<file path="src/sv/acirfpe_pkg.sv">
// Types, constants and frame-timing functions for the IR frame encoder.
// No dependencies; imported by the top level.
package acirfpe_pkg;

	localparam int DURATION_BITS = 16;
	typedef logic [DURATION_BITS-1:0] dur_t;
	typedef logic [7:0] pair_t;
	typedef logic [7:0] cmd_byte_t;

	// Frame layout
	localparam pair_t LAST_PAIR = 8'd135;
	localparam pair_t GAP_PAIR = 8'd67;
	localparam pair_t BLK0_START = 8'd1;
	localparam pair_t BLK1_START = 8'd34;
	localparam pair_t BLK2_START = 8'd69;
	localparam pair_t BLK3_START = 8'd102;
	localparam pair_t BLK0_END = 8'd32;
	localparam pair_t BLK1_END = 8'd65;
	localparam pair_t BLK2_END = 8'd100;

	// Command codes
	localparam cmd_byte_t FAN_HIGH = 8'h60;
	localparam cmd_byte_t FAN_MED = 8'h40;
	localparam cmd_byte_t FAN_LOW = 8'h20;
	localparam cmd_byte_t FAN_AUTO = 8'hF0;
	localparam cmd_byte_t MCODE_OFF = 8'h06;
	localparam cmd_byte_t MCODE_HEAT = 8'h0C;
	localparam cmd_byte_t MCODE_COOL = 8'h0A;
	localparam cmd_byte_t MCODE_DRY = 8'h0B;
	localparam cmd_byte_t MCODE_AUTO = 8'h0E;
	localparam cmd_byte_t SAME_MODE_FLAG = 8'h10;
	localparam cmd_byte_t FIXED_BYTE_C = 8'hF4;
	localparam cmd_byte_t FIXED_BYTE_D = 8'h36;

	typedef enum logic [1:0] {
		FAN_SEL_AUTO = 2'd0,
		FAN_SEL_LOW  = 2'd1,
		FAN_SEL_MED  = 2'd2,
		FAN_SEL_HIGH = 2'd3
	} fan_sel_t;

	typedef enum logic [2:0] {
		MODE_OFF  = 3'd0,
		MODE_HEAT = 3'd1,
		MODE_COOL = 3'd2,
		MODE_DRY  = 3'd3,
		MODE_AUTO = 3'd4
	} op_mode_t;

	typedef enum logic {
		ACT_LOAD = 1'b0,
		ACT_TICK = 1'b1
	} action_t;

	// Register map (word index)
	typedef enum logic [2:0] {
		REG_LEAD  = 3'd0,
		REG_MARK  = 3'd1,
		REG_ONE   = 3'd2,
		REG_ZERO  = 3'd3,
		REG_GAP   = 3'd4,
		REG_TRAIL = 3'd5,
		REG_OFFS  = 3'd6
	} reg_idx_t;

	typedef struct packed {
		dur_t lead;
		dur_t mark;
		dur_t one_sp;
		dur_t zero_sp;
		dur_t gap;
		dur_t trail;
		logic [5:0] temp_bias;
	} cfg_t;

	localparam cfg_t CFG_RESET = '{
		lead: dur_t'(3500),
		mark: dur_t'(850),
		one_sp: dur_t'(2600),
		zero_sp: dur_t'(870),
		gap: dur_t'(14025),
		trail: dur_t'(50000),
		temp_bias: 6'd15
	};

	// A zero duration lasts one tick
	function automatic dur_t dur_or_one(input dur_t v);
		return (v == '0) ? dur_t'(1) : v;
	endfunction

	function automatic cmd_byte_t fan_code(input logic [1:0] fan);
		cmd_byte_t c;
		case (fan)
			FAN_SEL_HIGH: c = FAN_HIGH;
			FAN_SEL_MED:  c = FAN_MED;
			FAN_SEL_LOW:  c = FAN_LOW;
			default:      c = FAN_AUTO;
		endcase
		return c;
	endfunction

	// Mode is already clamped to auto for codes above auto
	function automatic cmd_byte_t mode_code(input logic [2:0] mode);
		cmd_byte_t c;
		case (mode)
			MODE_OFF:  c = MCODE_OFF;
			MODE_HEAT: c = MCODE_HEAT;
			MODE_COOL: c = MCODE_COOL;
			MODE_DRY:  c = MCODE_DRY;
			default:   c = MCODE_AUTO;
		endcase
		return c;
	endfunction

	function automatic logic is_lead_pair(input pair_t idx);
		return (idx == 8'd0) || (idx == 8'd33) || (idx == 8'd66) || (idx == 8'd68) ||
			(idx == 8'd101) || (idx == 8'd134);
	endfunction

	// Space of a data bit: 32 pairs per block, byte b0 twice then b1 twice, LSB first
	function automatic dur_t data_space(input pair_t idx, input pair_t start,
		input cmd_byte_t b0, input cmd_byte_t b1, input cfg_t cfg);
		pair_t k;
		cmd_byte_t byte_sel;
		k = idx - start;
		byte_sel = k[4] ? b1 : b0;
		return byte_sel[k[2:0]] ? dur_or_one(cfg.one_sp) : dur_or_one(cfg.zero_sp);
	endfunction

	// Duration of one half (mark or space) of a pair
	function automatic dur_t half_duration(input pair_t idx, input logic space,
		input cfg_t cfg, input cmd_byte_t tbyte, input cmd_byte_t mbyte);
		dur_t d;
		if (is_lead_pair(idx)) begin
			d = dur_or_one(cfg.lead);
		end else if (!space) begin
			d = dur_or_one(cfg.mark);
		end else if (idx == GAP_PAIR) begin
			d = dur_or_one(cfg.gap);
		end else if (idx >= LAST_PAIR) begin
			d = dur_or_one(cfg.trail);
		end else if (idx <= BLK1_END) begin
			d = data_space(idx, (idx <= BLK0_END) ? BLK0_START : BLK1_START,
				tbyte, mbyte, cfg);
		end else begin
			d = data_space(idx, (idx <= BLK2_END) ? BLK2_START : BLK3_START,
				FIXED_BYTE_C, FIXED_BYTE_D, cfg);
		end
		return d;
	endfunction

endpackage

</file>
<file path="src/sv/ac_ir_frame_pulse_encoder_top.sv">
// IR remote frame encoder: command build on load, envelope sequencing on tick.
// Depends on acirfpe_pkg.
//
//  channel   | dir | handshake                 | contents
//  s_axis    | in  | tvalid/tready             | tuser: action; tdata: temp, fan, mode
//  m_axis    | out | tvalid/tready             | tdata: level, busy, accepted; tlast: end
//  apb       | in  | psel/penable/pwrite/pready| 7 config registers at 4*i
//
// Each word passes from the input register through the frame logic into the result
// register. One word per cycle sustained while the output is not stalled; the frame
// state loop (counter, pair index) closes through the frame state registers.
// Reset clears the frame state and restores register defaults.
// A stalled output holds its word; the input register then holds one more word
// and drops s_axis_tready until the result register drains.
module ac_ir_frame_pulse_encoder_top
	import acirfpe_pkg::*;
(
	input  logic        clk,
	input  logic        arst_n,
	input  logic        s_axis_tvalid,
	output logic        s_axis_tready,
	input  logic [15:0] s_axis_tdata,   // [5:0] target_temp, [7:6] fan_speed, [10:8] op_mode
	input  logic        s_axis_tuser,   // [0] action
	output logic        m_axis_tvalid,
	input  logic        m_axis_tready,
	output logic [7:0]  m_axis_tdata,   // [0] ir_level, [1] busy_res, [2] load_accepted
	output logic        m_axis_tlast,   // frame_end
	input  logic        psel,
	input  logic        penable,
	input  logic        pwrite,
	input  logic [4:0]  paddr,
	input  logic [31:0] pwdata,
	output logic [31:0] prdata,
	output logic        pready
);

	// Input stage
	logic        valid_s1;
	logic        action_s1;
	logic [5:0]  temp_s1;
	logic [1:0]  fan_s1;
	logic [2:0]  mode_s1;

	// Result register
	logic        out_valid_q;
	logic        level_q, busy_q, fend_q, acc_q;

	// Frame state
	cfg_t        cfg_q;
	logic [2:0]  prev_mode_q;
	logic [5:0]  prev_temp_q;
	cmd_byte_t   temp_byte_q, mode_byte_q;
	pair_t       pair_q;
	logic        in_space_q;
	dur_t        ticks_q;
	logic        sending_q;

	logic        advance;
	logic        cfg_wr;
	reg_idx_t    reg_idx;

	// Next-state and result
	logic [2:0]  mode_c;
	cmd_byte_t   mcode_c;
	pair_t       pair_inc;
	logic [2:0]  prev_mode_d;
	logic [5:0]  prev_temp_d;
	cmd_byte_t   temp_byte_d, mode_byte_d;
	pair_t       pair_d;
	logic        in_space_d;
	dur_t        ticks_d;
	logic        sending_d;
	logic        level_d, busy_d, fend_d, acc_d;

	// Handshake
	assign advance       = valid_s1 && (!out_valid_q || m_axis_tready);
	assign s_axis_tready = !valid_s1 || advance;
	assign m_axis_tvalid = out_valid_q;
	assign m_axis_tdata  = {5'd0, acc_q, busy_q, level_q};
	assign m_axis_tlast  = fend_q;

	// Input register
	always_ff @(posedge clk or negedge arst_n) begin
		if (!arst_n) begin
			valid_s1 <= 1'b0;
		end else if (s_axis_tready) begin
			valid_s1 <= s_axis_tvalid;
		end
	end

	always_ff @(posedge clk) begin
		if (s_axis_tready && s_axis_tvalid) begin
			action_s1 <= s_axis_tuser;
			temp_s1   <= s_axis_tdata[5:0];
			fan_s1    <= s_axis_tdata[7:6];
			mode_s1   <= s_axis_tdata[10:8];
		end
	end

	// Config port
	assign pready  = 1'b1;
	assign cfg_wr  = psel && penable && pwrite && pready;
	assign reg_idx = reg_idx_t'(paddr[4:2]);

	always_ff @(posedge clk or negedge arst_n) begin
		if (!arst_n) begin
			cfg_q <= CFG_RESET;
		end else if (cfg_wr) begin
			unique case (reg_idx)
				REG_LEAD:  cfg_q.lead      <= pwdata[DURATION_BITS-1:0];
				REG_MARK:  cfg_q.mark      <= pwdata[DURATION_BITS-1:0];
				REG_ONE:   cfg_q.one_sp    <= pwdata[DURATION_BITS-1:0];
				REG_ZERO:  cfg_q.zero_sp   <= pwdata[DURATION_BITS-1:0];
				REG_GAP:   cfg_q.gap       <= pwdata[DURATION_BITS-1:0];
				REG_TRAIL: cfg_q.trail     <= pwdata[DURATION_BITS-1:0];
				REG_OFFS:  cfg_q.temp_bias <= pwdata[5:0];
				default: ;
			endcase
		end
	end

	always_comb begin
		unique case (reg_idx)
			REG_LEAD:  prdata = 32'(cfg_q.lead);
			REG_MARK:  prdata = 32'(cfg_q.mark);
			REG_ONE:   prdata = 32'(cfg_q.one_sp);
			REG_ZERO:  prdata = 32'(cfg_q.zero_sp);
			REG_GAP:   prdata = 32'(cfg_q.gap);
			REG_TRAIL: prdata = 32'(cfg_q.trail);
			REG_OFFS:  prdata = 32'(cfg_q.temp_bias);
			default:   prdata = '0;
		endcase
	end

	// Command build and frame sequencing for the word in the input stage
	assign mode_c   = (mode_s1 > MODE_AUTO) ? MODE_AUTO : mode_s1;
	assign mcode_c  = mode_code(mode_c) |
		(((mode_c == prev_mode_q) && (temp_s1 != prev_temp_q)) ? SAME_MODE_FLAG : 8'h00);
	assign pair_inc = pair_q + 8'd1;

	always_comb begin
		prev_mode_d = prev_mode_q;
		prev_temp_d = prev_temp_q;
		temp_byte_d = temp_byte_q;
		mode_byte_d = mode_byte_q;
		pair_d      = pair_q;
		in_space_d  = in_space_q;
		ticks_d     = ticks_q;
		sending_d   = sending_q;
		level_d     = 1'b0;
		busy_d      = 1'b0;
		fend_d      = 1'b0;
		acc_d       = 1'b0;
		if (action_s1 == ACT_LOAD) begin
			busy_d = 1'b1;
			if (!sending_q) begin
				temp_byte_d = {2'b00, temp_s1} - {2'b00, cfg_q.temp_bias} + fan_code(fan_s1);
				mode_byte_d = mcode_c;
				prev_mode_d = mode_c;
				prev_temp_d = temp_s1;
				pair_d      = '0;
				in_space_d  = 1'b0;
				ticks_d     = dur_or_one(cfg_q.lead);
				sending_d   = 1'b1;
				acc_d       = 1'b1;
			end
		end else if (sending_q) begin
			busy_d  = 1'b1;
			level_d = !in_space_q;
			if (ticks_q <= dur_t'(1)) begin
				if (!in_space_q) begin
					in_space_d = 1'b1;
					ticks_d    = half_duration(pair_q, 1'b1, cfg_q, temp_byte_q, mode_byte_q);
				end else if (pair_q >= LAST_PAIR) begin
					fend_d     = 1'b1;
					sending_d  = 1'b0;
					in_space_d = 1'b0;
					ticks_d    = '0;
					pair_d     = '0;
				end else begin
					pair_d     = pair_inc;
					in_space_d = 1'b0;
					ticks_d    = half_duration(pair_inc, 1'b0, cfg_q, temp_byte_q, mode_byte_q);
				end
			end else begin
				ticks_d = ticks_q - dur_t'(1);
			end
		end
	end

	// Frame state update
	always_ff @(posedge clk or negedge arst_n) begin
		if (!arst_n) begin
			prev_mode_q <= MODE_OFF;
			prev_temp_q <= '0;
			temp_byte_q <= '0;
			mode_byte_q <= '0;
			pair_q      <= '0;
			in_space_q  <= 1'b0;
			ticks_q     <= '0;
			sending_q   <= 1'b0;
		end else if (advance) begin
			prev_mode_q <= prev_mode_d;
			prev_temp_q <= prev_temp_d;
			temp_byte_q <= temp_byte_d;
			mode_byte_q <= mode_byte_d;
			pair_q      <= pair_d;
			in_space_q  <= in_space_d;
			ticks_q     <= ticks_d;
			sending_q   <= sending_d;
		end
	end

	// Result register
	always_ff @(posedge clk or negedge arst_n) begin
		if (!arst_n) begin
			out_valid_q <= 1'b0;
		end else if (!out_valid_q || m_axis_tready) begin
			out_valid_q <= valid_s1;
		end
	end

	always_ff @(posedge clk) begin
		if (advance) begin
			level_q <= level_d;
			busy_q  <= busy_d;
			fend_q  <= fend_d;
			acc_q   <= acc_d;
		end
	end

endmodule

</file>
<file path="config.mk">
export PLATFORM = sky130hd
export DESIGN_NAME = ac_ir_frame_pulse_encoder_top
export DESIGN_NICKNAME = d
export VERILOG_FILES = /design/src/sv/acirfpe_pkg.sv /design/src/sv/ac_ir_frame_pulse_encoder_top.sv
export SDC_FILE = /design/constraint.sdc
export NUM_CORES = 1
export LEC_CHECK = 0
export ABC_CLOCK_PERIOD_IN_PS = 6100
export BUFFER_PORTS_ARGS = -buffer_cell sky130_fd_sc_hd__buf_2
export CORE_MARGIN = 2
export CORE_UTILIZATION = 40
export CTS_CLUSTER_SIZE = 30
export DETAILED_ROUTE_END_ITERATION = 8
export PLACE_DENSITY = 0.68
export RECOVER_POWER = 50
export SYNTH_ARGS = -nofsm -noshare
export SYNTH_HDL_FRONTEND = slang
export SYNTH_SLANG_ARGS = --single-unit
export TNS_END_PERCENT = 30
</file>
<file path="constraint.sdc">
create_clock -name clk -period 6.1 [get_ports clk]
set_clock_uncertainty 0.1 [all_clocks]
set_input_delay 0 -clock clk [delete_from_list [all_inputs] [get_ports clk]]
set_output_delay 0 -clock clk [all_outputs]
set_load 0.02 [all_outputs]
</file>
==> results.json <==
{
  "wl_per_cell_um": 21.14,
  "die_h_um": 166.8,
  "yosys_warnings": 0,
  "cts_tree": "done",
  "final_hold_viol_count": 0,
  "ys_types": 79,
  "post-route-drc-count": 0,
  "layout-drive-gt1-share_pct": 24.13,
  "place_inst": 1398,
  "grt_pass1_vias": 8573,
  "routed.top_layer": "met4",
  "max_freq_ghz": 0.1927,
  "max_slew.worst_pin.slew_ns": 4.263,
  "drt-met1-wl_um": 13820,
  "min_from": "penable",
  "synth_top_family_by_area": "multiplexers",
  "gp_congestion": 0.9451,
  "violations": "capacitance limit, slew limit",
  "ys_async_sr_fraction_pct": 90.48,
  "cp_slowest_cell": "mux4_1",
  "worst_hold_path_type": "in -> reg",
  "start_util_pct": 40.67,
  "maxCapViolations": 3,
  "synth-simple-area-share_pct": 14.04,
  "worstSetupPathType": "reg -> reg",
  "cts.repair.resized": 0,
  "required_ns": 6.37,
  "cts_buffer_depth": 2,
  "syn_inst": 1051,
  "synth_fa_ha_area_share_pct": 3.117,
  "r2r-end": "ticks_q[0]",
  "hold_slack_ns": 0.06797,
  "coreArea_sq_mm": 0.02606,
  "finalMaxSlewViolations": 155,
  "instances_no_fill": 1462,
  "cp-start-kind": "register",
  "wl_met2_um": 13720,
  "cp_max_fo": 14,
  "dp_slack_ns": 0.9715,
  "relSlewSlack_pct": -184.2,
  "yosys_register_bits": 168,
  "critPathMaxStageDelay_ns": 0.58,
  "htree_levels": 4,
  "grt_max_degree": 79,
  "place_hpwl_um": 21410,
  "hold_path_end": "cfg_q[3]",
  "synth_xor_area_share_pct": 2.302,
  "synth_edf_count": 16,
  "grt_usage_pct": 22.22,
  "rsz0062_at_grt": "no",
  "ff2ff_path_depth": 14,
  "drt-vias-per-instance": 6.081,
  "synth_area_sq_mm": 0.01060,
  "initialDrtViolationCount": 1067,
  "dr.pass1.iters": 5,
  "clk_pin_slew_ns": 0.07,
  "fin_crit_ns": 5.190,
  "p_per_area_mw_per_mm2": 366.9,
  "port_buffers": 59,
  "antenna_found_initial": 0,
  "finalSetupTns_ns": 0,
  "r2r_setup_slack_ns": 0.91,
  "gr-total-overflow": 0,
  "setup_violations": 0,
  "ys.flop_type": "dfrtp_1",
  "die_w_um": 166.8,
  "cts_inserted_buffers": 17,
  "syn_to_final_growth_pct": 13.00,
  "n_antenna_cell": 0,
  "setup_ws_ns": 0.9104,
  "synth_compound_gate_area_share_pct": 15.49,
  "synthMuxAreaShare_pct": 18.71,
  "placement_rows": 59,
  "dr_wl_met3_um": 2475,
  "status": "finished with violations",
  "boundaryPins": 105,
  "r2r_start": "pair_q[4]",
  "vias": 8891,
  "clkLatencyLatePin_ns": 0.44,
  "grt_pass1_wl_um": 48890,
  "cp_cell_sequence": "nor2_1, nand3_1, a211oi_1, ha_1, inv_1, fa_1, or3_4, xnor2_2, mux4_1, o221a_1, o21a_1, mux2_4, a221oi_2, a211o_1",
  "end_kind": "register",
  "synth_seq_area_share_pct": 40.90,
  "die_area_sq_mm": 0.02781,
  "arrival_ns": 5.46,
  "cts.sinks": 168,
  "syn_avg_cell_area_sq_um": 10.08,
  "cts-root-buf": "clkbuf_16",
  "worstHoldPathCells": 5,
  "period_share_pct": 85.08,
  "nNetsFinal": 1199,
  "drt-total-wl_um": 30910,
  "peakVddDrop_mv": 0.2834,
  "p_leak_nw": 4.989,
  "ant_nets": 0
}
[layout by cell type (no fill, tap or decap), types with 9 or more instances in the layout]
master,n
mux2_2,119
dfrtp_1,112
nand2_1,73
nor2_1,72
o21ai_0,48
buf_2,48
a21oi_1,45
mux2i_1,44
dfstp_2,40
inv_1,34
dlygate4sd3_1,32
nor3_1,25
nor4_1,25
a31oi_1,22
conb_1,22
ha_1,20
nand3_1,19
clkbuf_16,17
o22ai_1,16
edfxtp_1,16
nand2b_1,15
clkbuf_1,15
a22oi_1,14
a22o_1,13
xnor2_1,13
xor2_1,13
buf_4,12
a211oi_1,10
or3_1,10
nor2b_1,9
o31ai_1,9
[stage by stage]
step	utilization, %	power [mW]	area [sq um]
floorplan	-	2.821	10670
global placement	42.58	3.216	11100
detailed placement	42.58	3.249	11100
CTS	46.08	4.370	12010
global route	45.95	4.616	11980
finish	45.95	4.394	11980
[synth_stat cells (4+ instances only)]
| cell type | instances | share of area (%) |
|---|---|---|
| a211oi_1 | 10 | 0.71 |
| a21oi_1 | 45 | 2.1 |
| a221oi_1 | 5 | 0.41 |
| a22o_1 | 13 | 1.1 |
| a22oi_1 | 14 | 0.99 |
| a31oi_1 | 22 | 1.3 |
| a41oi_1 | 4 | 0.33 |
| and2_1 | 5 | 0.30 |
| and3_1 | 8 | 0.47 |
| buf_1 | 6 | 0.21 |
| buf_2 | 5 | 0.24 |
| buf_4 | 27 | 1.9 |
| clkbuf_1 | 43 | 1.5 |
| dfrtp_1 | 112 | 26 |
| dfstp_2 | 40 | 9.9 |
| edfxtp_1 | 16 | 4.5 |
| fa_1 | 4 | 0.76 |
| ha_1 | 20 | 2.4 |
| inv_1 | 34 | 1.2 |
| mux2_2 | 119 | 13 |
| mux2i_1 | 44 | 4.2 |
| mux4_2 | 6 | 1.3 |
| nand2_1 | 73 | 2.6 |
| nand2b_1 | 15 | 0.89 |
| nand3_1 | 19 | 0.90 |
| nand4_1 | 8 | 0.47 |
| nor2_1 | 72 | 2.6 |
| nor2b_1 | 9 | 0.53 |
| nor3_1 | 26 | 1.2 |
| nor3b_1 | 4 | 0.28 |
| nor4_1 | 25 | 1.5 |
| o211ai_1 | 8 | 0.57 |
| o21ai_0 | 48 | 2.3 |
| o221ai_1 | 4 | 0.33 |
| o22ai_1 | 16 | 0.94 |
| o311ai_0 | 5 | 0.41 |
| o31a_1 | 4 | 0.33 |
| o31ai_1 | 10 | 0.71 |
| or3_1 | 10 | 0.59 |
| xnor2_1 | 13 | 1.1 |
| xor2_1 | 13 | 1.1 |
[repair_timing]
action	4_1_cts	5_1_grt
hold endpoints to repair	193	0
setup buffers	0	0
hold buffers	32	0
[report_power, final]
part	switching [mW]	internal [mW]
combinational	0.844	0.704
sequential	0.335	1.41
clock	0.490	0.614
[state kept, by name, summed over array words and instances, names as in the netlist]
| register | cells |
|---|---|
| ticks_q | 16 |
| m_axis_tvalid | 1 |
| valid_s1 | 1 |
| acc_q | 1 |
| mode_s1 | 3 |
| temp_s1 | 6 |
| action_s1 | 1 |
| m_axis_tlast | 1 |
| level_q | 1 |
| in_space_q | 1 |
| mode_byte_q | 5 |
| prev_mode_q | 3 |
| sending_q | 1 |
| cfg_q | 102 |
| pair_q | 8 |
| busy_q | 1 |
| fan_s1 | 2 |
| temp_byte_q | 8 |
| prev_temp_q | 6 |
[worst max-delay path, delay by kind of cell, from the launching register on]
family / cells / cell delay [ns]
AO/OA/AOI/OAI: 5 / 1.64
multiplexers: 2 / 0.97
AND/OR/NAND/NOR: 3 / 0.93
adder cells (fa/ha/maj): 2 / 0.65
flip-flops: 1 / 0.57
XOR/XNOR: 1 / 0.20
buffers and inverters: 1 / 0.05
[layer usage]
metal / vias up / global-route usage (%)
li1: 4000 / -
met1: 4371 / 32.16
met2: 450 / 33.54
met3: 70 / 3.850
met4: 0 / 7.946
met5: - / 0
[kinds of logic (layout without fill, tap and decap cells)]
logic type / Yosys count / in the layout
AND/OR/NAND/NOR: 296 / 296
AO/OA/AOI/OAI: 243 / 243
multiplexers: 172 / 172
flip-flops: 168 / 168
buffers and inverters: 119 / 175
XOR/XNOR: 27 / 27
adder cells (fa/ha/maj): 24 / 24
other: 2 / 22
[worst max path at each step]
stage / from / end / slack (ns) / depth (start not counted)
after detailed placement: pair_q[4] / ticks_q[0] / 0.97 / 14
final: pair_q[4] / ticks_q[0] / 0.91 / 14
after global placement: pair_q[4] / ticks_q[14] / 1.08 / 14
after floorplan: pair_q[2] / ticks_q[0] / 1.51 / 19
after global routing: pair_q[4] / ticks_q[0] / 0.62 / 14
after CTS: pair_q[4] / ticks_q[0] / 0.91 / 14
[area by class of cell]
type | count | area, sq um
fill | 2456 | 14080
multi-input combinational | 784 | 5787
sequential | 168 | 4334
timing repair buffer | 107 | 708.2
clock buffer | 18 | 429.2
tap | 335 | 419.2
clock inverter | 14 | 162.7
inverter | 36 | 135.1
Power figures use the tool's default switching activity.
